**src/hdl/ipid4_pkg.sv**
```systemverilog
// Shared types and constants of the four-channel incremental PID controller.
package ipid4_pkg;

	// Widths fixed by the interface.
	localparam int CH_W      = 2;
	localparam int VEL_W     = 16;
	localparam int GAIN_W    = 16;
	localparam int LIMIT_W   = 15;
	localparam int INC_W     = 16;
	localparam int REG_IDX_W = 2;
	localparam int ERR_W     = VEL_W + 1;

	// Configuration register indexes.
	localparam logic [REG_IDX_W-1:0] REG_GAIN_P  = 2'd0;
	localparam logic [REG_IDX_W-1:0] REG_GAIN_I  = 2'd1;
	localparam logic [REG_IDX_W-1:0] REG_GAIN_D  = 2'd2;
	localparam logic [REG_IDX_W-1:0] REG_MAX_INC = 2'd3;

	// Register values after reset.
	localparam logic [GAIN_W-1:0]  GAIN_P_RST  = 16'd5734;
	localparam logic [GAIN_W-1:0]  GAIN_I_RST  = 16'd287;
	localparam logic [GAIN_W-1:0]  GAIN_D_RST  = 16'd0;
	localparam logic [LIMIT_W-1:0] MAX_INC_RST = 15'd32767;

	// Error history of one channel: e1 is the last error, e2 the one before.
	typedef struct packed {
		logic signed [ERR_W-1:0] e1;
		logic signed [ERR_W-1:0] e2;
	} hist_t;

endpackage

```
**src/hdl/ipid4_hist.sv**
```systemverilog
// Per-channel error history memory with valid bits and write-to-read forwarding.
module ipid4_hist #(
	parameter int CHANNELS = 4,
	parameter int IDX_W    = 2
) (
	input  logic              clk,
	input  logic              arst_n,
	input  logic              rd_en,
	input  logic [IDX_W-1:0]  rd_addr,
	input  logic              wr_en,
	input  logic [IDX_W-1:0]  wr_addr,
	input  ipid4_pkg::hist_t  wr_data,
	output ipid4_pkg::hist_t  rd_data
);
	import ipid4_pkg::*;

	hist_t               hist_mem [CHANNELS];
	logic [CHANNELS-1:0] valid_q;
	hist_t               mem_q;
	logic                vld_q;
	logic                hit_q;
	hist_t               byp_q;

	always_ff @(posedge clk) begin
		if (wr_en) begin
			hist_mem[wr_addr] <= wr_data;
		end
		if (rd_en) begin
			mem_q <= hist_mem[rd_addr];
			byp_q <= wr_data;
		end
	end

	// A write landing on the entry being read in the same cycle is forwarded,
	// since the array returns the old contents.
	always_ff @(posedge clk or negedge arst_n) begin
		if (!arst_n) begin
			valid_q <= '0;
			vld_q   <= 1'b0;
			hit_q   <= 1'b0;
		end else begin
			if (wr_en) begin
				valid_q[wr_addr] <= 1'b1;
			end
			if (rd_en) begin
				vld_q <= valid_q[rd_addr];
				hit_q <= wr_en && (wr_addr == rd_addr);
			end
		end
	end

	always_comb begin
		if (hit_q) begin
			rd_data = byp_q;
		end else if (vld_q) begin
			rd_data = mem_q;
		end else begin
			rd_data = '0;
		end
	end

endmodule

```
**src/hdl/incremental_pid_four_channel_top.sv**
```systemverilog
// Top level of the four-channel incremental PID controller.
//
//   port group     | direction | handshake              | contents
//   ---------------+-----------+------------------------+-------------------------------
//   sample in      | in        | in_valid / in_ready    | channel, measured, target
//   increment out  | out       | out_valid / out_ready  | out_channel, increment, saturated
//   configuration  | in        | write_enable           | write_index, write_data
//
// One request is taken every cycle while no result is held back by out_ready; a result
// passes in order through the history read, products, sum and truncation, and the clamp
// into the output register, each step registered.
// Back-to-back requests on one channel are served by forwarding the history write.
// Reset clears the control state and marks every channel's history as zero.
// The whole pipeline holds while a result waits and out_ready is low.
module incremental_pid_four_channel_top #(
	parameter int CHANNELS       = 4,
	parameter int GAIN_FRAC_BITS = 12
) (
	input  logic                                   clk,
	input  logic                                   arst_n,
	input  logic                                   in_valid,
	output logic                                   in_ready,
	input  logic [ipid4_pkg::CH_W-1:0]             channel,
	input  logic signed [ipid4_pkg::VEL_W-1:0]     measured,
	input  logic signed [ipid4_pkg::VEL_W-1:0]     target,
	output logic                                   out_valid,
	input  logic                                   out_ready,
	output logic [ipid4_pkg::CH_W-1:0]             out_channel,
	output logic signed [ipid4_pkg::INC_W-1:0]     increment,
	output logic                                   saturated,
	input  logic                                   write_enable,
	input  logic [ipid4_pkg::REG_IDX_W-1:0]        write_index,
	input  logic [ipid4_pkg::GAIN_W-1:0]           write_data
);
	import ipid4_pkg::*;

	localparam int IDX_W   = (CHANNELS > 1) ? $clog2(CHANNELS) : 1;
	localparam int DP_W    = ERR_W + 1;
	localparam int DD_W    = ERR_W + 2;
	localparam int PP_W    = GAIN_W + 1 + DP_W;
	localparam int PI_W    = GAIN_W + 1 + ERR_W;
	localparam int PD_W    = GAIN_W + 1 + DD_W;
	localparam int SUM_W   = PD_W + 1;
	localparam int DELTA_W = SUM_W - GAIN_FRAC_BITS;
	localparam logic [SUM_W-1:0] FRAC_MASK = SUM_W'((64'd1 << GAIN_FRAC_BITS) - 64'd1);

	// Configuration registers.
	logic [GAIN_W-1:0]  gain_p_q, gain_i_q, gain_d_q;
	logic [LIMIT_W-1:0] max_inc_q;

	always_ff @(posedge clk or negedge arst_n) begin
		if (!arst_n) begin
			gain_p_q  <= GAIN_P_RST;
			gain_i_q  <= GAIN_I_RST;
			gain_d_q  <= GAIN_D_RST;
			max_inc_q <= MAX_INC_RST;
		end else if (write_enable) begin
			unique case (write_index)
				REG_GAIN_P:  gain_p_q  <= write_data;
				REG_GAIN_I:  gain_i_q  <= write_data;
				REG_GAIN_D:  gain_d_q  <= write_data;
				REG_MAX_INC: max_inc_q <= write_data[LIMIT_W-1:0];
				default: ;
			endcase
		end
	end

	// Pipeline control: every stage moves when the output register can move.
	logic adv, acc;
	logic v_s1, v_s2, v_s3, out_valid_q;

	assign adv      = !out_valid_q || out_ready;
	assign acc      = in_valid && adv;
	assign in_ready = adv;

	always_ff @(posedge clk or negedge arst_n) begin
		if (!arst_n) begin
			v_s1        <= 1'b0;
			v_s2        <= 1'b0;
			v_s3        <= 1'b0;
			out_valid_q <= 1'b0;
		end else if (adv) begin
			v_s1        <= in_valid;
			v_s2        <= v_s1;
			v_s3        <= v_s2;
			out_valid_q <= v_s3;
		end
	end

	// Stage 0: form the error and start the history read.
	logic                    ch_ok_in;
	logic signed [ERR_W-1:0] e_in;

	assign ch_ok_in = (32'(channel) < 32'(CHANNELS));
	assign e_in     = ERR_W'(target) - ERR_W'(measured);

	logic [CH_W-1:0]         ch_s1;
	logic                    ok_s1;
	logic signed [ERR_W-1:0] e_s1;

	always_ff @(posedge clk) begin
		if (adv) begin
			ch_s1 <= channel;
			ok_s1 <= ch_ok_in;
			e_s1  <= e_in;
		end
	end

	hist_t hist_rd, hist_wr;
	logic  wr_en;

	// Channels beyond the configured count see a zero history and leave no trace.
	assign wr_en      = adv && v_s1 && ok_s1;
	assign hist_wr.e1 = e_s1;
	assign hist_wr.e2 = ok_s1 ? hist_rd.e1 : '0;

	ipid4_hist #(
		.CHANNELS (CHANNELS),
		.IDX_W    (IDX_W)
	) u_hist (
		.clk     (clk),
		.arst_n  (arst_n),
		.rd_en   (acc && ch_ok_in),
		.rd_addr (IDX_W'(channel)),
		.wr_en   (wr_en),
		.wr_addr (IDX_W'(ch_s1)),
		.wr_data (hist_wr),
		.rd_data (hist_rd)
	);

	// Stage 1: differences and the three products.
	logic signed [ERR_W-1:0] e1_s1, e2_s1;
	logic signed [DP_W-1:0]  dp_s1;
	logic signed [DD_W-1:0]  dd_s1;
	logic signed [PP_W-1:0]  prod_p;
	logic signed [PI_W-1:0]  prod_i;
	logic signed [PD_W-1:0]  prod_d;

	assign e1_s1  = ok_s1 ? hist_rd.e1 : '0;
	assign e2_s1  = ok_s1 ? hist_rd.e2 : '0;
	assign dp_s1  = DP_W'(e_s1) - DP_W'(e1_s1);
	assign dd_s1  = DD_W'(e_s1) - (DD_W'(e1_s1) <<< 1) + DD_W'(e2_s1);
	assign prod_p = $signed({1'b0, gain_p_q}) * dp_s1;
	assign prod_i = $signed({1'b0, gain_i_q}) * e_s1;
	assign prod_d = $signed({1'b0, gain_d_q}) * dd_s1;

	logic [CH_W-1:0]        ch_s2;
	logic signed [PP_W-1:0] prod_p_s2;
	logic signed [PI_W-1:0] prod_i_s2;
	logic signed [PD_W-1:0] prod_d_s2;

	always_ff @(posedge clk) begin
		if (adv) begin
			ch_s2     <= ch_s1;
			prod_p_s2 <= prod_p;
			prod_i_s2 <= prod_i;
			prod_d_s2 <= prod_d;
		end
	end

	// Stage 2: exact sum, then division by the gain scale rounding toward zero.
	logic signed [SUM_W-1:0] sum_s2, biased_s2;

	assign sum_s2    = SUM_W'(prod_p_s2) + SUM_W'(prod_i_s2) + SUM_W'(prod_d_s2);
	assign biased_s2 = sum_s2 + (sum_s2[SUM_W-1] ? FRAC_MASK : '0);

	logic [CH_W-1:0]           ch_s3;
	logic signed [DELTA_W-1:0] delta_s3;

	always_ff @(posedge clk) begin
		if (adv) begin
			ch_s3    <= ch_s2;
			delta_s3 <= biased_s2[SUM_W-1:GAIN_FRAC_BITS];
		end
	end

	// Stage 3: clamp to the increment limit.
	logic signed [DELTA_W-1:0] lim, neg_lim;
	logic signed [INC_W-1:0]   inc_next;
	logic                      sat_next;

	assign lim     = DELTA_W'($signed({1'b0, max_inc_q}));
	assign neg_lim = -lim;

	always_comb begin
		priority if (delta_s3 > lim) begin
			inc_next = lim[INC_W-1:0];
			sat_next = 1'b1;
		end else if (delta_s3 < neg_lim) begin
			inc_next = neg_lim[INC_W-1:0];
			sat_next = 1'b1;
		end else begin
			inc_next = delta_s3[INC_W-1:0];
			sat_next = 1'b0;
		end
	end

	logic [CH_W-1:0]         out_ch_q;
	logic signed [INC_W-1:0] inc_q;
	logic                    sat_q;

	always_ff @(posedge clk) begin
		if (adv) begin
			out_ch_q <= ch_s3;
			inc_q    <= inc_next;
			sat_q    <= sat_next;
		end
	end

	assign out_valid   = out_valid_q;
	assign out_channel = out_ch_q;
	assign increment   = inc_q;
	assign saturated   = sat_q;

endmodule

```
**config.mk**
```make
export PLATFORM = sky130hd
export DESIGN_NAME = incremental_pid_four_channel_top
export DESIGN_NICKNAME = d
export VERILOG_FILES = /design/src/hdl/ipid4_pkg.sv /design/src/hdl/ipid4_hist.sv /design/src/hdl/incremental_pid_four_channel_top.sv
export SDC_FILE = /design/constraint.sdc
export NUM_CORES = 2
export LEC_CHECK = 0
export ABC_AREA = 1
export BUFFER_PORTS_ARGS = -buffer_cell sky130_fd_sc_hd__buf_2
export CAP_MARGIN = 20
export CORE_ASPECT_RATIO = 0.6
export CORE_MARGIN = 3
export CORE_UTILIZATION = 45
export CTS_CLUSTER_DIAMETER = 40
export DETAILED_ROUTE_END_ITERATION = 10
export SYNTH_ARGS = -nofsm -noshare
export SYNTH_HDL_FRONTEND = slang
export SYNTH_SLANG_ARGS = --single-unit
```
**constraint.sdc**
```tcl
create_clock -name clk -period 14.6 [get_ports clk]
set_clock_uncertainty 0.1 [all_clocks]
set_input_delay 1.46 -clock clk [delete_from_list [all_inputs] [get_ports clk]]
set_output_delay 1.46 -clock clk [all_outputs]
set_load 0.005 [all_outputs]
```
==> flow_metrics.env <==
export IMPL_status="completed"
export IMPL_synth_main_ff_cell="edfxtp_1"
export IMPL_min_path_type="flip-flop to flip-flop"
export IMPL_die_w_um=462
export IMPL_die_h_um=280
export IMPL_timing_fmax_ghz=0.0985
export IMPL_cap_violations=0
export IMPL_wirelength_mm=170
export IMPL_die_area_mm2=0.129
export IMPL_min_to="out_channel[0]$_DFFE_PN_"
export IMPL_hold_buffers=0
export IMPL_detail_route_antenna_nets=0
export IMPL_final_common_cell="inv_1"
export IMPL_reg2reg_from="u_hist.hit_q$_DFFE_PN0P_"
export IMPL_period_needed_ns=10.15
export IMPL_worstPathMaxFanout=35
export IMPL_grt_max_degree=108
export IMPL_synth_seq_cells=449
export IMPL_grt_first_pass_wirelength_mm=263
export IMPL_rsz0062_at_grt="no"
export IMPL_path_clk_slew_ns=0.06
export IMPL_portBuffers=77
export IMPL_slew_viol_final=0
export IMPL_clk_latency_ns=0.67
export IMPL_start_util=0.458
export IMPL_slew_headroom=0.309
export IMPL_syn_cell_area_mm2=0.0561
export IMPL_drc=0
export IMPL_cp_start_kind="flip-flop"
export IMPL_slowest_stage="a22oi_1"
export IMPL_instances_no_fill=8023
export IMPL_grt_overflow=0
export IMPL_num_rows=99
export IMPL_syn_area_per_cell_um2=8.83
export IMPL_r2r_end="prod_d_s2[35]$_DFFE_PN_"
export IMPL_syn_to_final_growth_pct=7.54
export IMPL_critPathMostFrequentCell="fa_1"
export IMPL_vias=42500
export IMPL_holdPathStages=0
export IMPL_reg2reg_slack_ns=4.45
export IMPL_crit_required_ns=14.90
export IMPL_postLayoutCellArea_mm2=0.0603
export IMPL_hpwl_mm=137
export IMPL_root_buffer="clkbuf_16"
export IMPL_hold_violations=0
export IMPL_critPathMaxStageDelay_ns=0.68
export IMPL_dp_cells=7912
export IMPL_cts_buffer_depth=3
export IMPL_drt_pass1_iterations=6
export IMPL_final_cell_mix="inv_1, nand2_1, fa_1"
export IMPL_yosysWarningCount=0
export IMPL_coreArea_mm2=0.123
export IMPL_antenna_found_initial=6
export IMPL_grt_usage=0.269
export IMPL_grt_pass1_vias=42600
export IMPL_synth_edf_count=376
export IMPL_finalSetupTns_ns=0
export IMPL_synthCells=6351
export IMPL_placed_area_mm2=0.0583
export IMPL_holdWs_ns=0.323
export IMPL_ioPinCount=78
export IMPL_ys_seq_area_frac=0.234
export IMPL_cts_buffers_inserted=58
export IMPL_n_fill_cell=11600
export IMPL_reg2reg_depth=34
export IMPL_cts_setup_buffers=0
export IMPL_finalSetupViolCount=0
export IMPL_min_period_over_period=0.695
export IMPL_drive_above_1_share=0.0654
export IMPL_synth_nets=7710
export IMPL_cts_repair_resized=0
export IMPL_fin_nets=7716
export IMPL_synth_cell_types=65
export IMPL_ys_async_sr_fraction=0.163
export IMPL_viasPerCell=5.30
export IMPL_first_iter_violations=4376
export IMPL_htree_num_levels=2
export IMPL_diodes=0
export IMPL_globalplace_congestion=0.986
export IMPL_hp_start="ch_s3[0]$_DFFE_PN_"
export IMPL_tightest_slew_ns=1.03
export IMPL_end_kind="flip-flop"
export IMPL_worstSetupPathType="flip-flop to flip-flop"
export IMPL_clkSinkCount=449
export IMPL_critPathArrivalTime_ns=10.45
export IMPL_wl_per_cell_um=21.2
export IMPL_cts_tree="yes"
layout make-up:
cell class / instances / area, um2 / share of cell area
clock buffers: 66 / 1490 / 0.0247
clock inverters: 44 / 527 / 0.00873
inverters: 1493 / 5610 / 0.0930
multi-input cells: 4219 / 36700 / 0.607
flip-flops and latches: 449 / 13200 / 0.218
well taps: 1616 / 2020 / 0.0335
repair buffers: 136 / 878 / 0.0146
stage by stage:
stage,utilization,setup WS [ns]
floorplan,-,5.82
global placement,0.475,4.63
detailed placement,0.475,4.66
CTS,0.492,4.69
global route,0.492,4.01
finish,0.492,4.45
critical path: cells and delay by family, from the launching register on:
| family | cells | cell delay, ns |
|---|---|---|
| flip-flops | 1 | 0.38 |
| AND/OR/NAND/NOR | 8 | 1.77 |
| AO/OA/AOI/OAI | 9 | 1.87 |
| adder cells (fa/ha/maj) | 8 | 4.08 |
| XOR/XNOR | 2 | 0.48 |
| buffers and inverters | 7 | 1.15 |
logic make-up (layout without fill, tap and decap cells):
logic type,Yosys count,in the layout,share of synthesized area
and+or+nand+nor,2066,2066,0.151
buffers and inverters,1683,1739,0.113
adders and majority gates,1302,1302,0.405
AOI/OAI and AO/OA,674,674,0.0678
DFF,449,449,0.234
xor gates and xnor gates,177,177,0.0285
flip-flops by register name (all words and copies together) (netlist names), 17 cells and up:
signal           flops
u_hist.mem_q        34
e_s1                17
u_hist.hist_mem    136
prod_i_s2           34
prod_d_s2           36
delta_s3            25
u_hist.byp_q        34
prod_p_s2           35
synth_stat cells, types with 45 or more instances:
cell type	number	area (um2)
nor2_1	490	1840
edfxtp_1	376	11300
o21ai_0	263	1320
a21oi_1	223	1120
xor2_1	117	1020
nand3_1	137	686
nand2_1	1228	4610
ha_1	446	5580
clkbuf_1	169	634
fa_1	856	17100
xnor2_1	55	482
inv_1	1461	5480
dfrtp_1	45	1130
or2_2	62	388
worst max path at each step:
stage	startpoint	to	slack [ns]
floorplan	out_ready	u_hist.hist_mem[2][0]$_DFFE_PP_	5.82
global placement	u_hist.hit_q$_DFFE_PN0P_	prod_d_s2[35]$_DFFE_PN_	4.63
detailed placement	u_hist.hit_q$_DFFE_PN0P_	prod_d_s2[35]$_DFFE_PN_	4.66
CTS	u_hist.hit_q$_DFFE_PN0P_	prod_d_s2[35]$_DFFE_PN_	4.69
global route	u_hist.hit_q$_DFFE_PN0P_	prod_d_s2[34]$_DFFE_PN_	4.01
finish	u_hist.hit_q$_DFFE_PN0P_	prod_d_s2[35]$_DFFE_PN_	4.45
layer usage:
metal | track usage | routed length, um | vias up
met5 | 0 | 0 | -
met4 | 0.0412 | 2690 | 0
met3 | 0.0881 | 21800 | 193
met2 | 0.363 | 65500 | 1911
met1 | 0.423 | 80000 | 21000
li1 | - | - | 19500
Power is left out: the tool's default activity adds up to more than one toggle a clock period on the data nets, which glitch-free logic cannot reach.
